==> src/rtl/core/moving_average_peak_normalizer_assert.svh <==
// Assertion macros for the moving average peak normalizer.
// Included by the top level; no other dependencies.
`ifndef MOVING_AVERAGE_PEAK_NORMALIZER_ASSERT_SVH
`define MOVING_AVERAGE_PEAK_NORMALIZER_ASSERT_SVH

// Same-cycle implication, disabled during reset
`define MAPN_ASSERT_NOW(label, clk, rst_n, ante, cons) \
    label: assert property (@(posedge clk) disable iff (!rst_n) (ante) |-> (cons)) \
        else $error("mapn assertion failed");

// Next-cycle implication, disabled during reset
`define MAPN_ASSERT_NEXT(label, clk, rst_n, ante, cons) \
    label: assert property (@(posedge clk) disable iff (!rst_n) (ante) |=> (cons)) \
        else $error("mapn assertion failed");

`endif

==> src/rtl/core/mapn_pkg.sv <==
// Shared constants, types and register codes for the moving average peak normalizer.
// No dependencies.
package mapn_pkg;

    // Window and sample geometry
    localparam int WINDOW_LEN  = 30;
    localparam int SAMPLE_BITS = 12;
    localparam int SLOT_BITS   = $clog2(WINDOW_LEN);
    localparam int SUM_BITS    = SAMPLE_BITS + $clog2(WINDOW_LEN);

    // Division by the window length as a multiply by a rounded-up reciprocal
    localparam int RECIP_SHIFT = SUM_BITS + SLOT_BITS + 1;
    localparam int RECIP_BITS  = RECIP_SHIFT - $clog2(WINDOW_LEN) + 2;
    localparam longint RECIP_VAL =
        ((64'd1 << RECIP_SHIFT) + longint'(WINDOW_LEN) - 1) / longint'(WINDOW_LEN);
    localparam logic [RECIP_BITS-1:0] RECIP_MUL = RECIP_BITS'(RECIP_VAL);
    localparam int PROD_BITS   = SUM_BITS + RECIP_BITS;

    // Scaling and output widths
    localparam int GAIN_BITS   = 16;
    localparam int LEVEL_BITS  = 16;
    localparam int NUM_BITS    = SAMPLE_BITS + GAIN_BITS;
    localparam int DIV_CNT_BITS = $clog2(LEVEL_BITS + 1);

    // Configuration port
    localparam int CFG_INDEX_BITS = 1;
    localparam int CFG_DATA_BITS  = 16;
    localparam logic [CFG_INDEX_BITS-1:0] CFG_GAIN      = 1'd0;
    localparam logic [CFG_INDEX_BITS-1:0] CFG_OFF_LEVEL = 1'd1;
    localparam logic [GAIN_BITS-1:0]  GAIN_RESET      = 16'd1000;
    localparam logic [LEVEL_BITS-1:0] OFF_LEVEL_RESET = 16'd15990;

    // Queue between front and back
    localparam int QUEUE_DEPTH = 2;
    localparam int QPTR_BITS   = $clog2(QUEUE_DEPTH);
    localparam int QCNT_BITS   = $clog2(QUEUE_DEPTH + 1);

    typedef struct packed {
        logic [SUM_BITS-1:0]    sum;
        logic [SAMPLE_BITS-1:0] peak;
    } entry_t;

    typedef struct packed {
        logic [GAIN_BITS-1:0]  gain;
        logic [LEVEL_BITS-1:0] off_level;
    } cfg_t;

    typedef struct packed {
        logic busy;
        logic out_full;
    } back_status_t;

endpackage

==> src/rtl/core/mapn_if.sv <==
// Handshake channel interfaces for samples in and results out.
// Depends on mapn_pkg.
interface mapn_sample_if;
    logic                             valid;
    logic                             ready;
    logic [mapn_pkg::SAMPLE_BITS-1:0] sample;

    modport source (output valid, output sample, input ready);
    modport sink   (input valid, input sample, output ready);
endinterface

interface mapn_result_if;
    logic                            valid;
    logic                            ready;
    logic [mapn_pkg::LEVEL_BITS-1:0] pulse_width;
    logic [mapn_pkg::LEVEL_BITS-1:0] level;

    modport source (output valid, output pulse_width, output level, input ready);
    modport sink   (input valid, input pulse_width, input level, output ready);
endinterface

==> src/rtl/core/mapn_front.sv <==
// Front end: takes samples, keeps the ring, running sum and peak.
// Depends on mapn_pkg and mapn_if.
module mapn_front
(
    input  logic                  clk,
    input  logic                  rst_n,
    mapn_sample_if.sink           in_ch,
    output logic                  push_valid,
    input  logic                  push_ready,
    output mapn_pkg::entry_t      push_entry
);

    logic [mapn_pkg::SAMPLE_BITS-1:0] window_reg [mapn_pkg::WINDOW_LEN];
    logic [mapn_pkg::SLOT_BITS-1:0]   slot_reg;
    logic [mapn_pkg::SLOT_BITS-1:0]   slot_next;
    logic [mapn_pkg::SUM_BITS-1:0]    sum_reg;
    logic [mapn_pkg::SUM_BITS-1:0]    sum_next;
    logic [mapn_pkg::SAMPLE_BITS-1:0] peak_reg;
    logic [mapn_pkg::SAMPLE_BITS-1:0] peak_next;
    logic                             take;

    assign in_ch.ready = push_ready;
    assign take        = in_ch.valid & push_ready;

    // Window update: drop the oldest sample, add the new one
    always_comb
    begin
        sum_next  = sum_reg - mapn_pkg::SUM_BITS'(window_reg[slot_reg])
                  + mapn_pkg::SUM_BITS'(in_ch.sample);
        peak_next = (in_ch.sample > peak_reg) ? in_ch.sample : peak_reg;
        if (slot_reg == mapn_pkg::SLOT_BITS'(mapn_pkg::WINDOW_LEN - 1))
        begin
            slot_next = '0;
        end
        else
        begin
            slot_next = slot_reg + 1'b1;
        end
    end

    assign push_valid      = in_ch.valid;
    assign push_entry.sum  = sum_next;
    assign push_entry.peak = peak_next;

    // Ring and running state
    always_ff @(posedge clk or negedge rst_n)
    begin
        if (!rst_n)
        begin
            for (int i = 0; i < mapn_pkg::WINDOW_LEN; i++)
            begin
                window_reg[i] <= '0;
            end
            slot_reg <= '0;
            sum_reg  <= '0;
            peak_reg <= '0;
        end
        else if (take)
        begin
            window_reg[slot_reg] <= in_ch.sample;
            slot_reg <= slot_next;
            sum_reg  <= sum_next;
            peak_reg <= peak_next;
        end
    end

endmodule

==> src/rtl/core/mapn_queue.sv <==
// Two-entry queue between the front end and the back end.
// Depends on mapn_pkg.
module mapn_queue
(
    input  logic             clk,
    input  logic             rst_n,
    input  logic             push_valid,
    output logic             push_ready,
    input  mapn_pkg::entry_t push_entry,
    output logic             pop_valid,
    input  logic             pop_ready,
    output mapn_pkg::entry_t pop_entry
);

    mapn_pkg::entry_t                ent_reg [mapn_pkg::QUEUE_DEPTH];
    logic [mapn_pkg::QPTR_BITS-1:0]  wr_ptr_reg;
    logic [mapn_pkg::QPTR_BITS-1:0]  rd_ptr_reg;
    logic [mapn_pkg::QCNT_BITS-1:0]  count_reg;
    logic                            push;
    logic                            pop;

    assign push_ready = (count_reg != mapn_pkg::QCNT_BITS'(mapn_pkg::QUEUE_DEPTH));
    assign pop_valid  = (count_reg != '0);
    assign pop_entry  = ent_reg[rd_ptr_reg];
    assign push       = push_valid & push_ready;
    assign pop        = pop_valid & pop_ready;

    // Entry storage
    always_ff @(posedge clk)
    begin
        if (push)
        begin
            ent_reg[wr_ptr_reg] <= push_entry;
        end
    end

    // Pointers and fill count
    always_ff @(posedge clk or negedge rst_n)
    begin
        if (!rst_n)
        begin
            wr_ptr_reg <= '0;
            rd_ptr_reg <= '0;
            count_reg  <= '0;
        end
        else
        begin
            if (push)
            begin
                wr_ptr_reg <= wr_ptr_reg + 1'b1;
            end
            if (pop)
            begin
                rd_ptr_reg <= rd_ptr_reg + 1'b1;
            end
            if (push && !pop)
            begin
                count_reg <= count_reg + 1'b1;
            end
            else if (pop && !push)
            begin
                count_reg <= count_reg - 1'b1;
            end
        end
    end

endmodule

==> src/rtl/core/mapn_back.sv <==
// Back end: average, scale by gain, divide by peak bit-serially, form pulse width.
// Depends on mapn_pkg and mapn_if.
module mapn_back
(
    input  logic                    clk,
    input  logic                    rst_n,
    input  mapn_pkg::cfg_t          cfg,
    input  logic                    pop_valid,
    output logic                    pop_ready,
    input  mapn_pkg::entry_t        pop_entry,
    mapn_result_if.source           out_ch,
    output mapn_pkg::back_status_t  status
);

    localparam logic [2:0] ST_IDLE  = 3'd0;
    localparam logic [2:0] ST_AVG   = 3'd1;
    localparam logic [2:0] ST_SCALE = 3'd2;
    localparam logic [2:0] ST_DIV   = 3'd3;
    localparam logic [2:0] ST_OUT   = 3'd4;

    logic [2:0]                          state_reg;
    logic [2:0]                          state_next;
    logic [mapn_pkg::SUM_BITS-1:0]       sum_reg;
    logic [mapn_pkg::SAMPLE_BITS-1:0]    peak_reg;
    logic [mapn_pkg::SAMPLE_BITS-1:0]    avg_reg;
    logic [mapn_pkg::SAMPLE_BITS-1:0]    rem_reg;
    logic [mapn_pkg::LEVEL_BITS-1:0]     quo_reg;
    logic [mapn_pkg::DIV_CNT_BITS-1:0]   cnt_reg;
    logic                                out_valid_reg;
    logic [mapn_pkg::LEVEL_BITS-1:0]     pulse_reg;
    logic [mapn_pkg::LEVEL_BITS-1:0]     level_reg;

    logic [mapn_pkg::PROD_BITS-1:0]      recip_prod;
    logic [mapn_pkg::NUM_BITS-1:0]       scale_prod;
    logic [mapn_pkg::SAMPLE_BITS:0]      trial;
    logic                                fits;
    logic [mapn_pkg::LEVEL_BITS-1:0]     level_val;
    logic [mapn_pkg::LEVEL_BITS-1:0]     pulse_val;
    logic                                load_out;

    assign pop_ready       = (state_reg == ST_IDLE);
    assign out_ch.valid    = out_valid_reg;
    assign out_ch.pulse_width = pulse_reg;
    assign out_ch.level    = level_reg;
    assign status.busy     = (state_reg != ST_IDLE);
    assign status.out_full = out_valid_reg;

    // Datapath arithmetic for each step
    always_comb
    begin
        recip_prod = mapn_pkg::PROD_BITS'(sum_reg) * mapn_pkg::PROD_BITS'(mapn_pkg::RECIP_MUL);
        scale_prod = mapn_pkg::NUM_BITS'(avg_reg) * mapn_pkg::NUM_BITS'(cfg.gain);
        trial      = {rem_reg, quo_reg[mapn_pkg::LEVEL_BITS-1]};
        fits       = (trial >= {1'b0, peak_reg});
        level_val  = (peak_reg == '0) ? '0 : quo_reg;
        pulse_val  = (level_val > cfg.off_level) ? '0 : (cfg.off_level - level_val);
        load_out   = (state_reg == ST_OUT) && (!out_valid_reg || out_ch.ready);
    end

    // Step sequencer
    always_comb
    begin
        state_next = state_reg;
        case (state_reg)
            ST_IDLE:
            begin
                if (pop_valid)
                begin
                    state_next = ST_AVG;
                end
            end
            ST_AVG:
            begin
                state_next = ST_SCALE;
            end
            ST_SCALE:
            begin
                state_next = ST_DIV;
            end
            ST_DIV:
            begin
                if (cnt_reg == mapn_pkg::DIV_CNT_BITS'(1))
                begin
                    state_next = ST_OUT;
                end
            end
            ST_OUT:
            begin
                if (load_out)
                begin
                    state_next = ST_IDLE;
                end
            end
            default:
            begin
                state_next = ST_IDLE;
            end
        endcase
    end

    always_ff @(posedge clk or negedge rst_n)
    begin
        if (!rst_n)
        begin
            state_reg <= ST_IDLE;
        end
        else
        begin
            state_reg <= state_next;
        end
    end

    // Working registers: capture, average, scale, restoring division
    always_ff @(posedge clk)
    begin
        case (state_reg)
            ST_IDLE:
            begin
                sum_reg  <= pop_entry.sum;
                peak_reg <= pop_entry.peak;
            end
            ST_AVG:
            begin
                avg_reg <= recip_prod[mapn_pkg::RECIP_SHIFT +: mapn_pkg::SAMPLE_BITS];
            end
            ST_SCALE:
            begin
                rem_reg <= scale_prod[mapn_pkg::NUM_BITS-1 -: mapn_pkg::SAMPLE_BITS];
                quo_reg <= scale_prod[mapn_pkg::LEVEL_BITS-1:0];
                cnt_reg <= mapn_pkg::DIV_CNT_BITS'(mapn_pkg::LEVEL_BITS);
            end
            ST_DIV:
            begin
                if (fits)
                begin
                    rem_reg <= mapn_pkg::SAMPLE_BITS'(trial - {1'b0, peak_reg});
                end
                else
                begin
                    rem_reg <= trial[mapn_pkg::SAMPLE_BITS-1:0];
                end
                quo_reg <= {quo_reg[mapn_pkg::LEVEL_BITS-2:0], fits};
                cnt_reg <= cnt_reg - 1'b1;
            end
            default:
            begin
            end
        endcase
    end

    // Output register
    always_ff @(posedge clk or negedge rst_n)
    begin
        if (!rst_n)
        begin
            out_valid_reg <= 1'b0;
        end
        else if (load_out)
        begin
            out_valid_reg <= 1'b1;
        end
        else if (out_ch.ready)
        begin
            out_valid_reg <= 1'b0;
        end
    end

    always_ff @(posedge clk)
    begin
        if (load_out)
        begin
            pulse_reg <= pulse_val;
            level_reg <= level_val;
        end
    end

endmodule

==> src/rtl/core/moving_average_peak_normalizer.sv <==
// Moving average peak normalizer: window of recent samples, average scaled by
// gain over the running peak, subtracted from an off level to give a pulse width.
//
// Channels: in_ch carries one 12-bit sample per transfer (valid/ready); out_ch
// carries one result (pulse_width, level) per sample, in order.
// Config: cfg_wr_en with cfg_index 0 writes gain, index 1 writes off_level;
// other indexes are ignored. Write only while no sample is in flight.
// Path: the sample is written into the queue, then the back end captures it,
// averages it, scales it by gain, runs 16 divider steps and loads the output
// register. The bit-serial divider by the peak sets the rate, and the back end
// handles one item at a time.
// The two-entry queue lets the front take up to two samples ahead, and one
// finished result may wait in the output register while the next is computed.
// Reset clears the window, running sum, peak and write slot at once and
// restores gain 1000 and off level 15990; no clearing pass is needed.
// When the receiver stalls, the back end holds its result and the queue fills;
// in_ch.ready drops when the queue is full.
// Depends on mapn_pkg, mapn_if, mapn_front, mapn_queue, mapn_back and the assertion header.
`include "moving_average_peak_normalizer_assert.svh"

module moving_average_peak_normalizer
(
    input  logic                                clk,
    input  logic                                rst_n,
    input  logic                                cfg_wr_en,
    input  logic [mapn_pkg::CFG_INDEX_BITS-1:0] cfg_index,
    input  logic [mapn_pkg::CFG_DATA_BITS-1:0]  cfg_data,
    mapn_sample_if.sink                         in_ch,
    mapn_result_if.source                       out_ch
);

    mapn_pkg::cfg_t         cfg_reg;
    logic                   push_valid;
    logic                   push_ready;
    mapn_pkg::entry_t       push_entry;
    logic                   pop_valid;
    logic                   pop_ready;
    mapn_pkg::entry_t       pop_entry;
    mapn_pkg::back_status_t back_status;

    // Configuration registers
    always_ff @(posedge clk or negedge rst_n)
    begin
        if (!rst_n)
        begin
            cfg_reg.gain      <= mapn_pkg::GAIN_RESET;
            cfg_reg.off_level <= mapn_pkg::OFF_LEVEL_RESET;
        end
        else if (cfg_wr_en)
        begin
            case (cfg_index)
                mapn_pkg::CFG_GAIN:
                begin
                    cfg_reg.gain <= mapn_pkg::GAIN_BITS'(cfg_data);
                end
                mapn_pkg::CFG_OFF_LEVEL:
                begin
                    cfg_reg.off_level <= mapn_pkg::LEVEL_BITS'(cfg_data);
                end
                default:
                begin
                end
            endcase
        end
    end

    mapn_front u_front
    (
        .clk        (clk),
        .rst_n      (rst_n),
        .in_ch      (in_ch),
        .push_valid (push_valid),
        .push_ready (push_ready),
        .push_entry (push_entry)
    );

    mapn_queue u_queue
    (
        .clk        (clk),
        .rst_n      (rst_n),
        .push_valid (push_valid),
        .push_ready (push_ready),
        .push_entry (push_entry),
        .pop_valid  (pop_valid),
        .pop_ready  (pop_ready),
        .pop_entry  (pop_entry)
    );

    mapn_back u_back
    (
        .clk       (clk),
        .rst_n     (rst_n),
        .cfg       (cfg_reg),
        .pop_valid (pop_valid),
        .pop_ready (pop_ready),
        .pop_entry (pop_entry),
        .out_ch    (out_ch),
        .status    (back_status)
    );

    // A zero peak means every sample so far was zero, so the sum is zero too
    `MAPN_ASSERT_NOW(a_zero_peak_zero_sum, clk, rst_n, push_valid && push_ready && (push_entry.peak == '0), push_entry.sum == '0)

    // The window sum never exceeds the window length times the peak
    `MAPN_ASSERT_NOW(a_sum_bounded, clk, rst_n, push_valid && push_ready, push_entry.sum <= mapn_pkg::SUM_BITS'(push_entry.peak) * mapn_pkg::SUM_BITS'(mapn_pkg::WINDOW_LEN))

    // Taking an entry from the queue starts the back end
    `MAPN_ASSERT_NEXT(a_pop_starts_back, clk, rst_n, pop_valid && pop_ready, back_status.busy)

    // A waiting result stays valid while the receiver stalls
    `MAPN_ASSERT_NEXT(a_out_held, clk, rst_n, back_status.out_full && !out_ch.ready, back_status.out_full)

endmodule

==> src/flat_wrapper.sv <==
// flat-port wrapper written by rule: the top's interface ports become plain ports
module moving_average_peak_normalizer_flat 
  (clk, rst_n, cfg_wr_en, cfg_index, cfg_data, in_ch_valid, in_ch_sample, in_ch_ready, out_ch_valid, out_ch_pulse_width, out_ch_level, out_ch_ready);
  mapn_sample_if in_ch_i ();
  mapn_result_if out_ch_i ();
  input  logic clk;
  input  logic rst_n;
  input  logic cfg_wr_en;
  input  logic [mapn_pkg::CFG_INDEX_BITS-1:0] cfg_index;
  input  logic [mapn_pkg::CFG_DATA_BITS-1:0] cfg_data;
  input wire logic [$bits(in_ch_i.valid)-1:0] in_ch_valid;
  input wire logic [$bits(in_ch_i.sample)-1:0] in_ch_sample;
  output wire logic [$bits(in_ch_i.ready)-1:0] in_ch_ready;
  output wire logic [$bits(out_ch_i.valid)-1:0] out_ch_valid;
  output wire logic [$bits(out_ch_i.pulse_width)-1:0] out_ch_pulse_width;
  output wire logic [$bits(out_ch_i.level)-1:0] out_ch_level;
  input wire logic [$bits(out_ch_i.ready)-1:0] out_ch_ready;
  assign in_ch_i.valid = in_ch_valid;
  assign in_ch_i.sample = in_ch_sample;
  assign in_ch_ready = in_ch_i.ready;
  assign out_ch_valid = out_ch_i.valid;
  assign out_ch_pulse_width = out_ch_i.pulse_width;
  assign out_ch_level = out_ch_i.level;
  assign out_ch_i.ready = out_ch_ready;
  moving_average_peak_normalizer u_core (.clk(clk), .rst_n(rst_n), .cfg_wr_en(cfg_wr_en), .cfg_index(cfg_index), .cfg_data(cfg_data), .in_ch(in_ch_i), .out_ch(out_ch_i));
endmodule
==> config.mk <==
export PLATFORM = sky130hd
export DESIGN_NAME = moving_average_peak_normalizer_flat
export DESIGN_NICKNAME = d
export VERILOG_FILES = /design/src/rtl/core/mapn_pkg.sv /design/src/rtl/core/mapn_if.sv /design/src/rtl/core/mapn_front.sv /design/src/rtl/core/mapn_queue.sv /design/src/rtl/core/mapn_back.sv /design/src/rtl/core/moving_average_peak_normalizer.sv /design/src/flat_wrapper.sv
export VERILOG_INCLUDE_DIRS = /design/src /design/src/rtl/core
export SDC_FILE = /design/constraint.sdc
export NUM_CORES = 2
export LEC_CHECK = 0
export BUFFER_PORTS_ARGS = -buffer_cell sky130_fd_sc_hd__buf_4
export CAP_MARGIN = 10
export CORE_MARGIN = 2
export CORE_UTILIZATION = 60
export CTS_BUF_LIST = sky130_fd_sc_hd__clkbuf_4 sky130_fd_sc_hd__clkbuf_8
export DETAILED_ROUTE_END_ITERATION = 16
export PLACE_DENSITY = 0.87
export RECOVER_POWER = 100
export SETUP_SLACK_MARGIN = 0.1
export SLEW_MARGIN = 20
export SYNTH_ARGS = -nofsm -noshare
export SYNTH_HDL_FRONTEND = slang
export SYNTH_HIERARCHICAL = 1
export SYNTH_SLANG_ARGS = --single-unit
export TNS_END_PERCENT = 50
==> constraint.sdc <==
create_clock -name clk -period 5.7 [get_ports clk]
set_clock_uncertainty 0.1 [all_clocks]
set_input_delay 0.285 -clock clk [delete_from_list [all_inputs] [get_ports clk]]
set_output_delay 0.285 -clock clk [all_outputs]
set_load 0.02 [all_outputs]
Word level (Yosys, flattened, before mapping):

Memory sizes are Yosys's and may differ from the RTL's. A register that Yosys moved wholly into a read port is not among the register bits.
Index checks and enable logic that the tools add are counted.

* flip-flop bits (word level): 511
* RAM bits: 58
* output and inout bits: 34
* word-level logic and storage cells: 118
* memories kept: 1

* $add $sub $neg: 10
* multiply operators: 2
* $lt $le $gt $ge: 5
* equality and inequality tests: 10
* muxes and demuxes: 23
* bitwise operators: 4
* reduce and logical (&&, ||, !) cells: 17

Memory list
* u_core.u_queue.ent_reg: depth 2, width 29, read ports 1, clocked after memory_dff 1, wr ports 1, RTL line mapn_queue.sv:15 `mapn_pkg::entry_t ent_reg [mapn_pkg::QUEUE_DEPTH];`

Operators by type and width (number)
* 360-bit bitwise mux: 1
* 12-bit binary-select mux with 5-bit select: 1
* 12-bit demux with 5-bit select: 1
* 12-bit two-way mux: 5
* 17-bit by 19-bit multiplier with 35-bit output (second input constant): 1
* 16-bit one-hot mux with 2 select lines: 1
* 12-bit by 16-bit multiplier with 28-bit output: 1
* 12-bit one-hot mux with 2 select lines: 1
* 17-bit by 12-bit adder with 17-bit output: 1
* 17-bit by 12-bit subtractor with 17-bit output: 1
* 16-bit greater-than comparator: 1
* 16-bit two-way mux: 1
* 16-bit subtractor: 1
* 3-bit one-hot mux with 5 select lines: 1
* 13-bit by 12-bit greater-or-equal comparator with 1-bit output: 1
* 12-bit greater-than comparator: 1
* 12-bit zero test: 1
* 12-bit subtractor: 1
* 5-bit one-hot mux with 2 select lines: 1
* 3-bit two-way mux: 3
* 2-bit != test (second input constant): 4
* 2-bit nonzero test: 4
* 3-bit by 2-bit equality test with 1-bit output (second input constant): 2
* 6-bit greater-or-equal comparator (second input constant): 1
* 22 further kinds: 34

Longest topological paths before layout:

* depth in word-level cells: 6
* depth in mapped cells: 22
* depth with buffers taken out: 20

Modules after synthesis:

Netlist, hierarchy kept.

By module, submodules not included
* mapn_front: times used 1, cells an instance 1385, area an instance 19457.4 um^2
* mapn_back: times used 1, cells an instance 1500, area an instance 14447.6 um^2
* mapn_queue: times used 1, cells an instance 108, area an instance 2313.5 um^2
* moving_average_peak_normalizer: times used 1, cells an instance 69, area an instance 1272.5 um^2

Worst setup path before layout:

OpenSTA, ideal clock, no wires.

* path kind: register -> register
* from: reg u_core/cfg_reg[23] in the netlist's numbering
* to: reg u_core/u_back/rem_reg[10] in the netlist's numbering (data pin)
* setup time: 0.268 ns
* arrival time: 5.264 ns
* slack: 0.068 ns
* stages on the path, launching flop included: 20
* buffers on the path: 2
* clock period less this slack: 5.632 ns
* cells stage by stage: dfstp_2 -> clkbuf_1 -> nand2_1 -> fa_1 -> inv_1 -> fa_1 -> fa_1 -> fa_1 -> inv_1 -> fa_1 -> inv_1 -> ha_1 -> clkbuf_1 -> a21oi_1 -> o21ai_0 -> a311o_1 -> a31oi_1 -> o21ai_0 -> xnor2_1 -> mux2i_1

* longest elaborated chain between the ends: 2

RTL lines
* from (decl): RTL line moving_average_peak_normalizer.sv:32 `mapn_pkg::cfg_t cfg_reg;`
* 12-bit by 16-bit multiplier with 28-bit output: RTL line mapn_back.sv:52 `scale_prod = mapn_pkg::NUM_BITS'(avg_reg) * mapn_pkg::NUM_BITS'(cfg.gain);`
* 12-bit one-hot mux with 2 select lines: RTL line mapn_back.sv:116 `case (state_reg)`
* to (signal assigned): RTL line mapn_back.sv:128 `rem_reg <= scale_prod[mapn_pkg::NUM_BITS-1 -: mapn_pkg::SAMPLE_BITS];`
* to (signal assigned): RTL line mapn_back.sv:136 `rem_reg <= mapn_pkg::SAMPLE_BITS'(trial - {1'b0, peak_reg});`
* to (signal assigned): RTL line mapn_back.sv:140 `rem_reg <= trial[mapn_pkg::SAMPLE_BITS-1:0];`
* to (decl): RTL line mapn_back.sv:26 `logic [mapn_pkg::SAMPLE_BITS-1:0] rem_reg;`

Every way passes these cells.
A chain may end at the register's enable or synchronous reset.

Worst setup path in the final report:

* from: reg u_core/cfg_reg[23] in the netlist's numbering
* to: reg u_core/u_back/rem_reg[9] in the netlist's numbering (data pin)

Same word-level chain as after synthesis.

==> metrics.yaml <==
clocking:
  cts.clk_slew.worst_paths_ns: 0.07
  root_buffer: "clkbuf_8"
  insertion_delay_ns: 0.70
  cts_tree: "built"
  cts-buffers-inserted: 95
  htreeDepth: 3
  cts.sinks: 598
  clockBufferDepth: 3
yosys:
  syn_area_sq_mm: 0.03748
  syn_avg_cell_area_sq_um: 12.25
  syn-num-nets: 3522
  yosysWarnings: 6
  syn-instance-count: 3061
drt:
  ant_nets: 0
  vias: 25340
  wl_per_cell_um: 22.39
  vias_per_cell: 6.133
  wirelength_um: 92510
  drc: 0
  drt-initial-drc-count: 2351
  dr.pass1.iters: 8
floorplanning:
  die_x_um: 253.9
  coreArea_sq_mm: 0.06171
  dieArea_sq_mm: 0.06449
  rows: 91
  ios: 68
  initial_core_util_pct: 60.74
  die_h_um: 253.9
setup_path:
  r2r-start: "u_core/cfg_reg[23]$_DFFE_PN1P_"
  critPathMaxFanout: 6
  crit_path_end_kind: "register"
  path_buf_inv: 8
  crit_family: "adder cells"
  critPathLaunchType: "register"
  crit_start: "u_core/cfg_reg[23]$_DFFE_PN1P_"
  crit_chain: "buf_6, buf_4, buf_4, buf_4, nand2_1, fa_1, inv_1, fa_1, fa_1, inv_1, fa_1, inv_1, ha_2, o211a_1, a211oi_2, buf_4, nor3b_4, nor3_2, o41ai_2, nor3_2, xor2_1, a21oi_1"
  critPathSlowestCell: "dfstp_2"
  cpPeakStageDelay_ns: 0.63
  arrival_ns: 5.95
  crit_required_ns: 6.02
  critPathKind: "register to register"
finish:
  largest_register_ffs: 360
  drive_above_1_share_pct: 27.30
  fin_util_pct: 67.42
  layout.nets: 3678
  fill_cells: 4108
  area_growth_pct: 10.99
timing:
  setup_tns_ns: 0
  rsz0062_at_grt: "yes"
  timing.fmax_ghz: 0.1775
  fin_crit_sh_pct: 98.81
  slew_headroom_pct: -205.7
  final-setup-viol-count: 0
  tightest_slew_ns: 4.585
  slew_viol_final: 310
  finalCriticalPeriod_ns: 5.632
  hold_viol: 0
  layout_setup_ws_ns: 0.06761
grt:
  grt_pass1_vias: 26390
  track_usage_pct: 28.39
  met3_usage_pct: 5.285
  gr-usage-met2_pct: 48.13
  overflow: 0
  grt_max_degree: 176
  grt_pass1_wl_um: 142100
  top_usage_layer: "met2"
  antenna_found_initial: 1
  grt_util_met1_pct: 34.68
job:
  maxCapViolations: 9
placement:
  place_congestion: 0.9277
  dpl.hpwl_um: 59840
  io_buffers: 67
  pre_cts_slack_ns: 0.002500
min_path:
  worstHoldPathType: "primary input to register"
  hp-start: "in_ch_sample[1]"
outcome:
  outcome: "complete, but fails checks"
  violations: "max-capacitance violations, max-slew violations"
## layout make-up
| cell class | count | area [sq um] | share of cell area, % |
|---|---|---|---|
| Antenna cell | 1 | 2.502 | 0.006015 |
| Clock buffer | 150 | 1858 | 4.466 |
| Clock inverter | 23 | 239.0 | 0.5744 |
| Inverter | 355 | 1333 | 3.203 |
| Multi-Input combinational cell | 1950 | 19670 | 47.29 |
| Sequential cell | 598 | 15820 | 38.02 |
| Tap cell | 837 | 1047 | 2.517 |
| Timing Repair Buffer | 217 | 1633 | 3.925 |
## per-layer routing
metal	up-vias	wire [um]
li1	10900	-
met2	1233	46150
met3	384	6271
met1	12820	34510
met5	-	0
met4	0	5580
## path summary, 6_finish.rpt
kind	end	depth (start not counted)	slack (ns)
setup / recovery	u_core/u_back/rem_reg[9]$_DFFE_PN_	22	0.07
hold / removal	u_core/u_front/window_reg[85]$_DFFE_PN0P_	2	0.07
setup reg to reg	u_core/u_back/rem_reg[9]$_DFFE_PN_	22	0.07
hold reg to reg	u_core/u_front/window_reg[142]$_DFFE_PN0P_	1	0.38
max in group asynchronous	u_core/u_front/window_reg[90]$_DFFE_PN0P_	2	1.23
min in group asynchronous	u_core/u_front/window_reg[196]$_DFFE_PN0P_	2	1.69
## cell usage in the layout (no fill, tap or decap), types with 21 or more instances in the layout
cell type and count:
dfrtp_1 412, and2_1 62, edfxtp_1 164, ha_1 224, mux2i_1 42, fa_1 183
a21oi_1 79, a22oi_1 34, clkbuf_1 53, a31oi_1 25, nand3_1 22, nor2_1 108
mux2_2 401, clkbuf_8 117, dlygate4sd3_1 31, mux2_1 29, nand4_1 26, xnor2_1 47
clkbuf_4 34, nor3_1 29, xor2_1 21, buf_4 111, mux4_2 84, o21ai_0 54
inv_1 342, o21a_1 21, nand2_1 229, a21o_1 36
## worst reg2reg max path, delay by kind of cell (launching register included)
kind                       cells  cell delay [ns]
AOI/OAI and AO/OA              4             0.70
buffers and inverters          8             0.80
xor gates and xnor gates       1             0.19
and+or+nand+nor                4             0.51
adders and majority gates      5             2.42
DFF                            1             0.63
## through the flow
stage,hold WS [ns],std cells,cell area (sq um)
after floorplan,-0.1106,3061,37490
after CTS,0.01104,4103,41400
after detailed placement,0.2256,3883,38850
after global routing,0.04200,4131,41600
final,0.06637,4131,41600
after global placement,0.2267,3883,38840
## what timing repair did
item | 4_1_cts | 5_1_grt
endpoints found under the hold margin | 123 | 0
setup endpoints to repair | 8 | 17
resized for setup | 9 | 91
hold buffers | 31 | 0
pin swaps | 2 | 66
gates cloned | 0 | 2
setup buffers | 16 | 25
Power is left out: the tool's default activity adds up to more than one toggle a clock period on the data nets, which glitch-free logic cannot reach.
